==> config.mk <==
export PLATFORM = sky130hd
export DESIGN_NAME = afmr_front
export DESIGN_NICKNAME = d
export VERILOG_FILES = /design/src/rtl/core/afmr_pkg.sv /design/src/rtl/core/afmr_front.sv
export SDC_FILE = /design/constraint.sdc
export NUM_CORES = 1
export LEC_CHECK = 0
export BUFFER_PORTS_ARGS = -buffer_cell sky130_fd_sc_hd__buf_2
export CAP_MARGIN = 20
export CORE_MARGIN = 2
export CORE_UTILIZATION = 64
export CTS_BUF_LIST = sky130_fd_sc_hd__clkbuf_4
export DETAILED_ROUTE_END_ITERATION = 8
export PLACE_DENSITY_LB_ADDON = 0.08
export REMOVE_ABC_BUFFERS = 1
export SLEW_MARGIN = 20
export SYNTH_ARGS = -nofsm -noshare
export SYNTH_HDL_FRONTEND = slang
export SYNTH_SLANG_ARGS = --single-unit
==> constraint.sdc <==
create_clock -name clk -period 22.5 [get_ports clk]
set_clock_uncertainty 0.15 [all_clocks]
set_input_delay 3.375 -clock clk [delete_from_list [all_inputs] [get_ports clk]]
set_output_delay 3.375 -clock clk [all_outputs]
set_load 0.005 [all_outputs]
==> src/rtl/core/afmr_pkg.sv <==
`timescale 1ns / 1ps

package afmr_pkg;

	localparam int SMP_W  = 24;
	localparam int GAIN_W = 25;
	localparam int FRAC_W = 23;
	localparam int LVL_W  = 8;
	localparam int LEN_W  = 7;

	localparam logic [GAIN_W-1:0] UNITY_GAIN = 25'd8388608;

	localparam int QDEPTH = 4;
	localparam int QPTR_W = 2;
	localparam int QCNT_W = 3;

	typedef struct packed {
		logic signed [SMP_W-1:0] left_in;
		logic signed [SMP_W-1:0] right_in;
		logic                    block_start;
		logic                    fade_req;
		logic [LEN_W-1:0]        block_len;
	} sample_t;

	typedef struct packed {
		logic signed [SMP_W-1:0] left_out;
		logic signed [SMP_W-1:0] right_out;
		logic                    muted;
		logic [LVL_W-1:0]        fade_level;
	} result_t;

	typedef struct packed {
		logic signed [SMP_W-1:0] left;
		logic signed [SMP_W-1:0] right;
		logic [GAIN_W-1:0]       gain;
		logic                    muted;
		logic [LVL_W-1:0]        level;
	} work_t;

	typedef struct packed {
		logic              full;
		logic              empty;
		logic [QCNT_W-1:0] count;
	} q_stat_t;

endpackage

==> src/rtl/core/afmr_front.sv <==
`timescale 1ns / 1ps

module afmr_front
	import afmr_pkg::*;
#(
	parameter int FADE_STEPS   = 96,
	parameter int SILENT_STEPS = 128,
	parameter int MAX_BLOCK    = 64
) (
	input  logic    clk,
	input  logic    arst_n,
	input  sample_t sample,
	input  logic    take,
	output work_t   work
);

	localparam int GI_W = $clog2(FADE_STEPS + 1);
	localparam int GN   = 2 ** GI_W;
	localparam int NI_W = (MAX_BLOCK > 1) ? $clog2(MAX_BLOCK) : 1;
	localparam logic [63:0] DSTEP = (64'd1 << FRAC_W) / FADE_STEPS;

	localparam logic [LVL_W-1:0] FADE_C   = LVL_W'(FADE_STEPS);
	localparam logic [LVL_W-1:0] SILENT_C = LVL_W'(SILENT_STEPS);
	localparam logic [8:0]       MAX_C    = 9'(MAX_BLOCK);

	logic [GAIN_W-1:0] gain_tab [GN];
	logic              hi_tab   [GN];
	logic [GAIN_W-1:0] qlo_tab  [MAX_BLOCK];
	logic [GAIN_W-1:0] qhi_tab  [MAX_BLOCK];

	for (genvar f = 0; f < GN; f++) begin : g_gain
		localparam logic [63:0] GV = (f < FADE_STEPS) ?
			((64'(FADE_STEPS - f)) << FRAC_W) / FADE_STEPS : 64'd0;
		localparam logic [63:0] GW = (f + 1 < FADE_STEPS) ?
			((64'(FADE_STEPS - f - 1)) << FRAC_W) / FADE_STEPS : 64'd0;
		assign gain_tab[f] = GV[GAIN_W-1:0];
		assign hi_tab[f]   = ((GV - GW) == (DSTEP + 64'd1));
	end

	for (genvar n = 0; n < MAX_BLOCK; n++) begin : g_step
		localparam logic [63:0] QL = DSTEP / (n + 1);
		localparam logic [63:0] QH = (DSTEP + 64'd1) / (n + 1);
		assign qlo_tab[n] = QL[GAIN_W-1:0];
		assign qhi_tab[n] = QH[GAIN_W-1:0];
	end

	logic [LVL_W-1:0]         cnt_q;
	logic                     fading_q;
	logic                     muted_q;
	logic [GAIN_W-1:0]        gain_q;
	logic signed [GAIN_W-1:0] step_q;

	logic                     fo;
	logic                     fo_d;
	logic                     muted_d;
	logic                     ramp;
	logic                     up;
	logic [LVL_W-1:0]         cnt_d;
	logic [LVL_W-1:0]         fmin;
	logic [8:0]               n_sel;
	logic [8:0]               nm1;
	logic [GAIN_W-1:0]        mag;
	logic signed [GAIN_W-1:0] q;
	logic [GAIN_W-1:0]        base;
	logic signed [GAIN_W-1:0] step;
	logic signed [GAIN_W+1:0] sum;
	logic [GAIN_W-1:0]        gain_nx;

	always_comb begin
		fo      = fading_q | sample.fade_req;
		cnt_d   = cnt_q;
		fo_d    = fo;
		muted_d = 1'b0;
		ramp    = 1'b0;
		up      = 1'b0;
		if (!fo && cnt_q != '0 && cnt_q <= FADE_C) begin
			cnt_d = cnt_q - LVL_W'(1);
			ramp  = 1'b1;
		end else if (fo && cnt_q < FADE_C) begin
			cnt_d = cnt_q + LVL_W'(1);
			ramp  = 1'b1;
			up    = 1'b1;
		end else if (cnt_q >= FADE_C) begin
			muted_d = 1'b1;
			if (!fo) begin
				cnt_d = cnt_q - LVL_W'(1);
			end else if (cnt_q < SILENT_C) begin
				cnt_d = cnt_q + LVL_W'(1);
			end else if (!sample.fade_req) begin
				fo_d = 1'b0;
			end
		end
	end

	always_comb begin
		fmin = up ? cnt_q : cnt_q - LVL_W'(1);
		if (sample.block_len == '0) begin
			n_sel = 9'd1;
		end else if (9'(sample.block_len) > MAX_C) begin
			n_sel = MAX_C;
		end else begin
			n_sel = 9'(sample.block_len);
		end
		nm1 = n_sel - 9'd1;
		mag = hi_tab[fmin[GI_W-1:0]] ? qhi_tab[nm1[NI_W-1:0]] : qlo_tab[nm1[NI_W-1:0]];
		q   = up ? -$signed(mag) : $signed(mag);

		if (sample.block_start) begin
			base = ramp ? gain_tab[cnt_q[GI_W-1:0]] : UNITY_GAIN;
			step = ramp ? q : '0;
		end else begin
			base = gain_q;
			step = step_q;
		end

		sum = $signed({2'b00, base}) + $signed({{2{step[GAIN_W-1]}}, step});
		if (sum < 0) begin
			gain_nx = '0;
		end else if (sum > $signed({2'b00, UNITY_GAIN})) begin
			gain_nx = UNITY_GAIN;
		end else begin
			gain_nx = sum[GAIN_W-1:0];
		end
	end

	always_ff @(posedge clk or negedge arst_n) begin
		if (!arst_n) begin
			cnt_q    <= '0;
			fading_q <= 1'b0;
			muted_q  <= 1'b0;
			gain_q   <= UNITY_GAIN;
			step_q   <= '0;
		end else if (take) begin
			gain_q <= gain_nx;
			if (sample.block_start) begin
				cnt_q    <= cnt_d;
				fading_q <= fo_d;
				muted_q  <= muted_d;
				step_q   <= step;
			end
		end
	end

	always_comb begin
		work.left  = sample.left_in;
		work.right = sample.right_in;
		work.gain  = gain_nx;
		work.muted = sample.block_start ? muted_d : muted_q;
		work.level = sample.block_start ? cnt_d : cnt_q;
	end

endmodule

==> results.txt <==
Filler cell count in the final layout = 1,209
Final period util = 0.696
Clock sink count = 60
R2R Path Start = cnt_q[5]$_DFFE_PN0P_
Setup TNS = 0 ns
Peak fanout along the critical path = 26
Critical Path End Type = output port
Multi-input combinational cell area = 5980 µm²
Placement-stage worst setup slack = 7.03 ns
Total of flip-flops plus latches after synthesis = 60
Warning count from the yosys run = 0
Fraction of registers with async set/reset = 1.00
Capturing point of the worst reg2reg path = gain_q[0]$_DFFE_PN0P_
Cell count after synthesis = 1,174
Initial core utilization = 0.649
Final hold vios = 0
Post-synthesis adder-cell area fraction = 0.0746
Initial DRC count = 1,258
Most used cells in the layout excluding fill and tap cells = sky130_fd_sc_hd__nor2_1, sky130_fd_sc_hd__nand2_1, sky130_fd_sc_hd__o21ai_0
Post-layout nets = 1,226
Hold_buf cts = 0
Clock Path Buffers = 2
Via total after detailed routing = 8,934
CP endpoint = work[19]
Achievable clock frequency = 0.0638 GHz
Die Span Y = 119 µm
Number of distinct standard cells referenced by the synthesized netlist = 95
Sequential Area = 1500 µm²
Most common cell on crit path = sky130_fd_sc_hd__ha_1
Total power draw = 1470 µW
Share of the synthesized area in the top cell type = 0.174
Rel. slew slack = 0.340
Sequential share of the synthesized area = 0.177
Flop2flop setup slack = 13.57 ns
WP data arrival = 12.14 ns
Maximum VDD drop = 0.148 mV
Port bufs = 44
Horiz. Die Dim = 119 µm
Main area contributors after synthesis = sky130_fd_sc_hd__dfrtp_1, sky130_fd_sc_hd__ha_1, sky130_fd_sc_hd__o21ai_0, sky130_fd_sc_hd__nor2_1, sky130_fd_sc_hd__nand2_1
Detailed-route wire length = 27,000 µm
Synthesized-area fraction occupied by ao, oa, aoi and oai cells = 0.339
Sum of net half-perimeters after detailed placement = 19,300 µm
Number of global-route vias before repair = 7,836
Share of cells above drive strength 1 = 0.123
Worst Tran Pin Value = 0.983 ns
Number of CTS-inserted buffers = 9
CP max stage cell = sky130_fd_sc_hd__o21ai_2
Global-route wire length before repair = 42,600 µm
Final setup margin = 6.83 ns
Total number of H-tree levels = 3
Minimum period implied by the final worst setup slack = 15.67 ns
Highest cell delay on the worst timing path = 0.72 ns
CP startpoint kind = primary input
Dominant combinational cell family by area after synthesis = compound AO/OA/AOI/OAI gates
Depth of the most critical reg-to-reg path = 32
WL/cell = 20.8 µm
Count of maximum capacitance violations = 0
Power density over the cells = 174 nW/µm²
Buffer cell driving the clock tree root = sky130_fd_sc_hd__clkbuf_4
Number of top-level design ports = 142
Final antenna-violating net count = 0
Number of search-and-repair iterations in the first detailed-routing pass = 8
Number of setup buffers added after CTS = 0
Result of the run = complete, no violations
Placeable Area = 13,100 µm²
Most common library cell in the layout ignoring fill and taps = sky130_fd_sc_hd__nor2_1
Pin count of the biggest net entering global routing = 68
Antenna violations before repair = 0
Critical path required time = 18.98 ns
GR Overflow Total = 0
Post-synthesis instance area = 8490 µm²
Row count = 42
Mux contribution to synthesized area = 0.0302
Type of the tightest min-delay check = flop to flop
Cell taking the most area after synthesis = sky130_fd_sc_hd__dfrtp_1
Worst-path clk slew = 0.10 ns
Via density per instance = 6.89
Critical path launch point = sample[3]
Overall die area = 14,200 µm²
Xor/xnor cell area share of the yosys netlist = 0.0423
Main synth FF type = sky130_fd_sc_hd__dfrtp_1
Layout overhead on the synthesized area = -0.663%
Number of pins exceeding their max-slew limit in the final report = 0
Number of enable-type register cells in the synthesized netlist = 0
Leakage power of the design = 0.00352 µW
Number of inserted diodes = 0
Weighted congestion reported at the end of routability-driven placement = 1.03
Post-CTS Resized = 0
Total of endpoints with negative setup slack in the final report = 0
Basic-gate share of the synthesized area counting and, or, nand and nor cells = 0.218
Overall track demand over capacity in global routing = 0.376
Source of the worst hold timing path = step_q[0]$_DFFE_PN0P_
TritonCTS clock tree = built
Worst setup path category = primary input to output port
Post-Syn Area per Cell = 7.23 µm²
Unrepaired setup endpoints after global routing = false
Count of unresolved DRC violations after routing = 0
Clock Latency Late Sink = 0.47 ns
[layer usage]
| layer | up-vias | share of wire | track usage |
|---|---|---|---|
| met5 | - | 0.0050 | 0.0588 |
| met1 | 4221 | 0.42 | 0.504 |
| met2 | 511 | 0.44 | 0.560 |
| met3 | 93 | 0.11 | 0.129 |
| met4 | 6 | 0.028 | 0.122 |
| li1 | 4103 | - | - |
[state kept, by name (all words and copies together) (netlist names)]
register	cells
gain_q	25
step_q	25
muted_q	1
fading_q	1
cnt_q	8
[worst max-delay path, delay by kind of cell]
| kind | cells | cell delay [ns] |
|---|---|---|
| muxes | 1 | 0.30 |
| buffers and inverters | 6 | 1.28 |
| xor gates and xnor gates | 1 | 0.21 |
| adders and majority gates | 4 | 1.43 |
| and+or+nand+nor | 8 | 1.92 |
| AOI/OAI and AO/OA | 13 | 3.59 |
[power breakdown]
| part | internal, µW | leakage (µW) | switching, µW | total [µW] |
|---|---|---|---|---|
| clock | 20.8 | 0.0000527 | 45.5 | 66.3 |
| combinational | 476 | 0.00268 | 736 | 1210 |
| sequential | 149 | 0.000782 | 43.8 | 193 |
[layout make-up]
class	instances	share of cell area
clock inverters	6	0.00386
clock buffers	9	0.00801
flip-flops and latches	60	0.178
repair buffers	59	0.0395
inverters	79	0.0352
multi-input cells	907	0.709
well taps	176	0.0261
[Yosys cell counts (all sizes together) (7+ instances only)]
cell type and instances:
o31ai 12, a211oi 14, mux2 9, o21a 13, o22ai 44, dfrtp 59, a31oi 13, clkbuf 60
o21ai 101, or3 10, nand2b 17, xnor2 23, or2 7, nor3 38, nor2 111, a21oi 75
nor4 8, and2 11, nand3 26, mux2i 12, inv 76, a22oi 9, xor2 18, buf 68
nand4 7, ha 49, nand2 108, and3 11, o211ai 19, a21o 16
[per-stage QoR]
| stage | cells | instance area [µm²] | util | hold slack [ns] |
|---|---|---|---|---|
| final | 1296 | 8430 | 0.645 | 0.341 |
| after global routing | 1296 | 8430 | 0.645 | 0.366 |
| after CTS | 1296 | 8430 | 0.645 | 0.347 |
| after detailed placement | 1281 | 8330 | 0.637 | 0.322 |
| after global placement | 1280 | 8330 | 0.636 | 0.312 |
| after floorplan | 1046 | 7770 | - | 0.299 |
[cells by family (layout without fill, tap and decap cells)]
kind of cell             after synthesis  count (layout)
adder cells (fa/ha/maj)               50              50
XOR/XNOR                              41              41
buffers and inverters                207             153
other                                  1               1
AND/OR/NAND/NOR                      382             382
AO/OA/AOI/OAI                        411             411
multiplexers                          22              22
flip-flops                            60              60
[worst min path at each step]
stage,to,cells after the start
6_report,step_q[0]$_DFFE_PN0P_,2
5_1_grt,step_q[19]$_DFFE_PN0P_,1
4_1_cts,step_q[0]$_DFFE_PN0P_,2
3_5_place_dp,step_q[22]$_DFFE_PN0P_,1
3_3_place_gp,step_q[22]$_DFFE_PN0P_,1
2_1_floorplan,muted_q$_DFFE_PN0P_,2
No activity file was read; power rests on OpenSTA's default activity.
