==> config.mk <==
export PLATFORM = sky130hd
export DESIGN_NAME = afmr_fifo
export DESIGN_NICKNAME = d
export VERILOG_FILES = /design/src/rtl/core/afmr_pkg.sv /design/src/rtl/core/afmr_fifo.sv
export SDC_FILE = /design/constraint.sdc
export NUM_CORES = 1
export LEC_CHECK = 0
export ABC_AREA = 1
export BUFFER_PORTS_ARGS = -buffer_cell sky130_fd_sc_hd__buf_2
export CORE_MARGIN = 1.5
export CORE_UTILIZATION = 55
export DETAILED_ROUTE_END_ITERATION = 8
export GPL_TIMING_DRIVEN = 0
export MAX_ROUTING_LAYER = met4
export PLACE_DENSITY_LB_ADDON = 0.25
export SLEW_MARGIN = 20
export SYNTH_ARGS = -nofsm -noshare
export SYNTH_HDL_FRONTEND = slang
export SYNTH_SLANG_ARGS = --single-unit
==> constraint.sdc <==
create_clock -name clk -period 5.6 [get_ports clk]
set_input_delay 0.84 -clock clk [delete_from_list [all_inputs] [get_ports clk]]
set_output_delay 0.84 -clock clk [all_outputs]
set_load 0.02 [all_outputs]
==> src/rtl/core/afmr_pkg.sv <==
`timescale 1ns / 1ps

package afmr_pkg;

	localparam int SMP_W  = 24;
	localparam int GAIN_W = 25;
	localparam int FRAC_W = 23;
	localparam int LVL_W  = 8;
	localparam int LEN_W  = 7;

	localparam logic [GAIN_W-1:0] UNITY_GAIN = 25'd8388608;

	localparam int QDEPTH = 4;
	localparam int QPTR_W = 2;
	localparam int QCNT_W = 3;

	typedef struct packed {
		logic signed [SMP_W-1:0] left_in;
		logic signed [SMP_W-1:0] right_in;
		logic                    block_start;
		logic                    fade_req;
		logic [LEN_W-1:0]        block_len;
	} sample_t;

	typedef struct packed {
		logic signed [SMP_W-1:0] left_out;
		logic signed [SMP_W-1:0] right_out;
		logic                    muted;
		logic [LVL_W-1:0]        fade_level;
	} result_t;

	typedef struct packed {
		logic signed [SMP_W-1:0] left;
		logic signed [SMP_W-1:0] right;
		logic [GAIN_W-1:0]       gain;
		logic                    muted;
		logic [LVL_W-1:0]        level;
	} work_t;

	typedef struct packed {
		logic              full;
		logic              empty;
		logic [QCNT_W-1:0] count;
	} q_stat_t;

endpackage

==> src/rtl/core/afmr_fifo.sv <==
`timescale 1ns / 1ps

module afmr_fifo
	import afmr_pkg::*;
(
	input  logic    clk,
	input  logic    arst_n,
	input  logic    push,
	input  work_t   wdata,
	input  logic    pop,
	output work_t   rdata,
	output q_stat_t stat
);

	work_t             mem [QDEPTH];
	logic [QPTR_W-1:0] wr_q;
	logic [QPTR_W-1:0] rd_q;
	logic [QCNT_W-1:0] cnt_q;

	always_ff @(posedge clk) begin
		if (push) begin
			mem[wr_q] <= wdata;
		end
	end

	always_ff @(posedge clk or negedge arst_n) begin
		if (!arst_n) begin
			wr_q  <= '0;
			rd_q  <= '0;
			cnt_q <= '0;
		end else begin
			if (push) begin
				wr_q <= wr_q + QPTR_W'(1);
			end
			if (pop) begin
				rd_q <= rd_q + QPTR_W'(1);
			end
			case ({push, pop})
				2'b10:   cnt_q <= cnt_q + QCNT_W'(1);
				2'b01:   cnt_q <= cnt_q - QCNT_W'(1);
				default: cnt_q <= cnt_q;
			endcase
		end
	end

	assign rdata      = mem[rd_q];
	assign stat.full  = (cnt_q == QCNT_W'(QDEPTH));
	assign stat.empty = (cnt_q == '0);
	assign stat.count = cnt_q;

endmodule

==> results of run 1 <==
-- how the worst max path moves through the flow --
stage / startpoint / to / slack, ns / cells past startpoint
finish: rd_q[1]$_DFFE_PN0P_ / rdata[14] / 2.75 / 6
global placement: push / mem[1][41]$_DFFE_PP_ / 1.13 / 3
global route: rd_q[1]$_DFFE_PN0P_ / rdata[14] / 2.65 / 6
detailed placement: push / mem[3][44]$_DFFE_PP_ / 3.22 / 4
CTS: rd_q[1]$_DFFE_PN0P_ / rdata[13] / 2.75 / 6
floorplan: push / mem[0][0]$_DFFE_PP_ / 2.42 / 3
-- worst register-to-register path: stages (launching register included) --
cell and delay [ns]:
dfrtp_1 0.43, inv_1 0.10, ha_1 0.16, nand2_1 0.11, inv_6 0.37, buf_16 0.30
-- report_power, final --
group | total, uW | switching [uW] | internal (uW)
clock network | 2060 | 868 | 1190
logic | 3530 | 2370 | 1160
registers | 3390 | 111 | 3280
total | 8980 | 3350 | 5630
-- cell usage in the layout, fill, tap and decap left out, drive strengths merged --
cell type  count
nand3          1
xor2           3
buf          229
diode          3
o21ai          2
o211ai       164
nor3           2
nand4          1
clkinv        13
dfrtp          7
nand2        257
edfxtp       328
ha             5
clkbuf        45
xnor2          1
inv          179
fa             1
-- flip-flops by register name (all words and copies together), names as in the netlist --
| register | flops |
|---|---|
| mem | 328 |
| rd_q | 2 |
| cnt_q | 3 |
| wr_q | 2 |
-- cells by family after synthesis --
group | Yosys count | synth area share
fa+ha+maj | 6 | 0.00610
xor+xnor | 4 | 0.00259
buf+inv | 234 | 0.0856
compound gates | 166 | 0.0917
flops | 335 | 0.741
simple gates | 261 | 0.0729
-- layer usage --
metal / vias to the layer above / share of wire
li1: 3929 / -
met1: 3916 / 0.42
met2: 205 / 0.51
met3: 43 / 0.052
met4: 0 / 0.019
met5: - / 0
-- final cells by class --
| class | count | share of cell area |
|---|---|---|
| Tap cell | 324 | 0.0254 |
| Buffer | 56 | 0.0308 |
| Timing Repair Buffer | 175 | 0.0606 |
| Multi-Input combinational cell | 437 | 0.147 |
| Inverter | 178 | 0.0432 |
| Clock buffer | 43 | 0.0595 |
| Clock inverter | 14 | 0.00432 |
| Sequential cell | 335 | 0.629 |
| Antenna cell | 3 | 0.000471 |
-- through the flow --
stage	instances	setup slack (ns)	cell area [sq um]	hold WS, ns
4_1_cts	1562	2.75	15900	0.150
2_1_floorplan	1006	2.42	13500	0.491
3_5_place_dp	1505	3.22	14900	0.519
5_1_grt	1565	2.65	15900	0.154
6_report	1565	2.75	15900	0.168
3_3_place_gp	1501	1.13	14800	0.510
==> flow_summary.yaml, run 1 <==
grt:
  antenna_found_initial: 3
  met3_usage: 0.0395
  grt_pass1_vias: 8144
  grt.total_usage: 0.226
  grt-ovfl-total: 0
  grt_first_pass_wirelength_um: 42700
  grt_max_degree: 67
  use_met1: 0.283
  grt.busiest_layer: "met2"
  grtUsageMet2: 0.380
place:
  portBuffers: 171
  place.detailed.hpwl_um: 16600
  place_congestion: 0.727
timing:
  min_period_ns: 2.85
  finalSetupViolCount: 0
  tightest_slew_ns: 0.542
  slew_viol_final: 0
  finalHoldViolCount: 0
  fmax_mhz: 350
  fin_skew_ns: 0.0153
  rsz0062_at_grt: "false"
  slew_headroom: 0.639
  post-route-period-util: 0.510
  tns_ns: 0
clock_tree:
  postCtsSetupBuffers: 0
  postCtsResizedCells: 0
  clk_pin_slew_ns: 0.06
  cts_root_buf: "clkbuf_16"
  cts_num_sinks: 335
  cts.path.max_buffers: 3
  htreeDepth: 2
  clk_latency_ns: 0.50
  cts_buffers: 34
  hold_buffers: 0
  cts_tree: "done"
critical_path:
  worst_r2r_endpoint: "mem[2][37]$_DFFE_PP_"
  worst-path-buf-inv: 4
  cpPeakStageDelay_ns: 0.39
  r2r_cells: 5
  worst_setup_path_start_kind: "flip-flop"
  cp.required_ns: 4.76
  path_common_cell: "buf_2"
  cp_max_fo: 10
  cp.arrival_ns: 2.01
  crit_type: "flip-flop to primary output"
  r2r_slack_ns: 3.76
  endpoint_kind: "primary output"
  r2r-start: "wr_q[0]$_DFFE_PN0P_"
  crit_slowest_cell: "dfrtp_1"
  path_cells: "inv_1 -> buf_2 -> buf_2 -> o211ai_1 -> nand2_1 -> buf_2"
  crit_family: "buffers and inverters"
power:
  p_per_area_nw_per_um2: 563
  p_total_uw: 8980
  leakage_uw: 0.00650
  irDropWorstVdd_uv: 374
flow_run:
  max-cap-violations: 0
routing:
  remaining_drc_errors: 0
  viasPerCell: 5.17
  drtAntennaViolNets: 0
  routed_wl_um: 27300
  wl_per_cell_um: 17.4
  via_count: 8093
  drtIter0Drc: 533
  first_pass_iters: 5
synth:
  seq_area_frac_synth: 0.741
  ys.flop_type: "edfxtp_1"
  synth_most_common_cell: "edfxtp_1"
  synth_top_area_cell: "edfxtp_1"
  syn_avg_cell_area_sq_um: 13.4
  synth_cell_type_count: 16
  syn_nets: 1098
  ys_warn_count: 0
  async_reset_ff_frac: 0.0209
  synth.area.top_cells: "edfxtp_1 73%, o211ai_1 9.1%, nand2_1 7.1%"
  synth-seq-cells: 335
  synth_edf_count: 328
  synthesis.instances: 1006
  synth_top_area_frac: 0.728
  synth_area_sq_um: 13500
  synthTopCellsByCount: "328 x edfxtp_1, 257 x nand2_1, 178 x inv_1, 164 x o211ai_1, 34 x buf_6"
worst_hold_path:
  hold_path_class: "input port to asynchronous set/reset pin"
floorplan:
  die_height_um: 160
  die_x_um: 160
  dieArea_sq_um: 25500
  ios: 173
  num_rows: 57
  fp.coreArea_sq_um: 24200
  start_util: 0.558
finish:
  final_layout_size_suffix_gt1_frac: 0.224
  syn_to_final_growth_pct: 17.9
  nFillCells: 1710
  postLayoutCoreUtil: 0.658
  nets: 1309
  register_area_sq_um: 10000
  multi_input_area_sq_um: 2340
run_status:
  status: "complete, no violations"
(Power assumes the default switching activity.)
==> run 2: changes to the inputs <==
--- a/config.mk
+++ b/config.mk
@@ -5,7 +5,7 @@
 export SDC_FILE = /design/constraint.sdc
 export NUM_CORES = 1
 export LEC_CHECK = 0
-export ABC_AREA = 1
+export ABC_AREA = 0
 export BUFFER_PORTS_ARGS = -buffer_cell sky130_fd_sc_hd__buf_2
 export CORE_MARGIN = 1.5
 export CORE_UTILIZATION = 55
==> constraint.sdc (replaced) <==
create_clock -name clk -period 2.8 [get_ports clk]
set_input_delay 0.42 -clock clk [delete_from_list [all_inputs] [get_ports clk]]
set_output_delay 0.42 -clock clk [all_outputs]
set_load 0.02 [all_outputs]
==> flow_summary.yaml, run 2 <==
finish:
  layout_commonest_cell: "edfxtp_1"
  syn_to_final_growth_pct: 20.7
  final_cell_mix: "328 x edfxtp_1, 180 x buf_2, 82 x mux4_2"
  top_regs: "mem x328, cnt_q x3"
  nets: 770
  final_layout_size_suffix_gt1_frac: 0.465
  largest_reg_flops: 328
  top_register: "mem"
timing:
  finalSetupViolCount: 0
  tightest_slew_ns: 0.692
  rsz0062_at_grt: "false"
  post-route-period-util: 0.873
  slew_viol_final: 0
  slew_headroom: 0.539
  layout_setup_ws_ns: 0.355
  min_period_ns: 2.45
  fmax_mhz: 409
  tns_ns: 0
  fin_skew_ns: 0.00864
  finalHoldViolCount: 0
grt:
  grt.total_usage: 0.197
  grt_max_degree: 43
  met3_usage: 0.0456
  grt_first_pass_wirelength_um: 33500
  antenna_found_initial: 2
  grt_pass1_vias: 5993
  grt.busiest_layer: "met2"
  grtUsageMet2: 0.320
  grt-ovfl-total: 0
  use_met1: 0.254
routing:
  viasPerCell: 5.60
  wl_per_cell_um: 21.8
  via_count: 5514
  first_pass_iters: 4
  routed_wl_um: 21500
  drtAntennaViolNets: 0
  remaining_drc_errors: 0
  drtIter0Drc: 318
synth:
  async_reset_ff_frac: 0.0209
  syn_avg_cell_area_sq_um: 26.3
  syn_nets: 557
  ys_warn_count: 0
  synth_area_sq_um: 12200
  synthTopCellsByCount: "328 x edfxtp_1, 82 x mux4_2, 8 x buf_2, 7 x buf_6, 7 x dfrtp_1"
  seq_area_frac_synth: 0.820
  synth-seq-cells: 335
  synth.area.top_cells: "edfxtp_1 81%, mux4_2 15%, dfrtp_1 1.4%"
  synth_edf_count: 328
  synthesis.instances: 465
  synth_top_area_cell: "edfxtp_1"
  ys.flop_type: "edfxtp_1"
  synth_cell_type_count: 18
  synth_top_area_frac: 0.805
  synth_most_common_cell: "edfxtp_1"
floorplan:
  num_rows: 54
  die_x_um: 152
  ios: 173
  fp.coreArea_sq_um: 21800
  start_util: 0.560
  die_height_um: 152
  dieArea_sq_um: 23100
place:
  place.detailed.hpwl_um: 13200
  pre_cts_ws_ns: 0.821
  place_congestion: 0.739
  portBuffers: 172
critical_path:
  cp.arrival_ns: 2.03
  r2r_slack_ns: 0.88
  worst_setup_path_start_kind: "flip-flop"
  endpoint_kind: "primary output"
  crit_type: "flip-flop to primary output"
  cp.required_ns: 2.38
  cp_max_fo: 10
power:
  seqPwrFrac: 0.409
  power_frac_comb: 0.308
  leakage_uw: 0.00514
  p_int_uw: 11600
  p_switching_uw: 4950
  p_per_area_nw_per_um2: 1120
  irDropWorstVdd_uv: 719
  clkPwrFrac: 0.283
  swShare: 0.299
clock_tree:
  cts_root_buf: "clkbuf_16"
  cts.path.max_buffers: 3
  cts_num_sinks: 335
  clk_latency_ns: 0.49
  cts_buffers: 34
  postCtsResizedCells: 0
  htreeDepth: 2
  clk_pin_slew_ns: 0.06
  postCtsSetupBuffers: 0
  cts_tree: "done"
worst_hold_path:
  hold_path_class: "input port to flip-flop"
run_status:
  status: "complete, no violations"
flow_run:
  max-cap-violations: 0
==> run 2: per-stage QoR <==
stage	util	hold WS (ns)	power, uW	area (sq um)	std cells
after floorplan	-	0.124	10400	12200	465
after global placement	0.616	0.259	11900	13400	917
after detailed placement	0.621	0.270	12100	13600	921
after CTS	0.676	0.115	16800	14700	983
after global routing	0.676	0.116	17300	14800	985
final	0.676	0.136	16600	14800	985
==> run 2: cell families (layout without fill, tap and decap cells) <==
| family | Yosys count | after routing | share of synthesized area |
|---|---|---|---|
| multiplexers | 82 | 82 | 0.151 |
| AO/OA/AOI/OAI | 2 | 2 | 0.000819 |
| flip-flops | 335 | 335 | 0.820 |
| buffers and inverters | 24 | 262 | 0.0131 |
| adder cells (fa/ha/maj) | 6 | 6 | 0.00675 |
| XOR/XNOR | 6 | 6 | 0.00430 |
| other | 0 | 2 | 0 |
| AND/OR/NAND/NOR | 10 | 10 | 0.00419 |
==> run 2: metal layers <==
| layer | wire length (um) | up-vias |
|---|---|---|
| li1 | - | 2428 |
| met1 | 8650 | 2892 |
| met2 | 11300 | 161 |
| met3 | 1190 | 33 |
| met4 | 403 | 0 |
| met5 | 0 | - |
==> run 2: cell type report <==
type	count	area, sq um
diodes	2	5.00
plain buffers	18	138
clock buffers	45	956
clock inverters	16	224
fillers	1376	7070
inverters	6	22.5
multi-input cells	106	2050
flip-flops and latches	335	10000
well taps	280	350
repair buffers	177	981
==> run 2: what timing repair did <==
action	in CTS	in global routing
hold buffers	1	0
hold endpoints to repair	7	0
endpoints found under the setup margin	0	0
==> run 2: power by group through the flow <==
stage	logic, uW	clock network (uW)	registers (uW)
after floorplan	3550	0	6850
after global placement	5030	0	6880
after detailed placement	5210	0	6900
after CTS	5240	4780	6790
after global routing	5450	4980	6850
final	5100	4690	6780
==> run 2: final timing paths <==
| path | to | startpoint | cells after the start |
|---|---|---|---|
| setup / recovery | rdata[77] | rd_q[0]$_DFFE_PN0P_ | 4 |
| max in group asynchronous | wr_q[1]$_DFFE_PN0P_ | arst_n | 2 |
| hold reg to reg | cnt_q[2]$_DFFE_PN0P_ | cnt_q[2]$_DFFE_PN0P_ | 1 |
| min in group asynchronous | wr_q[0]$_DFFE_PN0P_ | arst_n | 2 |
| setup reg to reg | mem[1][70]$_DFFE_PP_ | wr_q[1]$_DFFE_PN0P_ | 4 |
| hold / removal | mem[1][24]$_DFFE_PP_ | wdata[24] | 1 |
==> run 2: worst max-delay path: stages, from the launching register on <==
cell     delay (ns)
dfrtp_1        0.39
buf_6          0.22
buf_6          0.20
mux4_2         0.55
buf_2          0.18
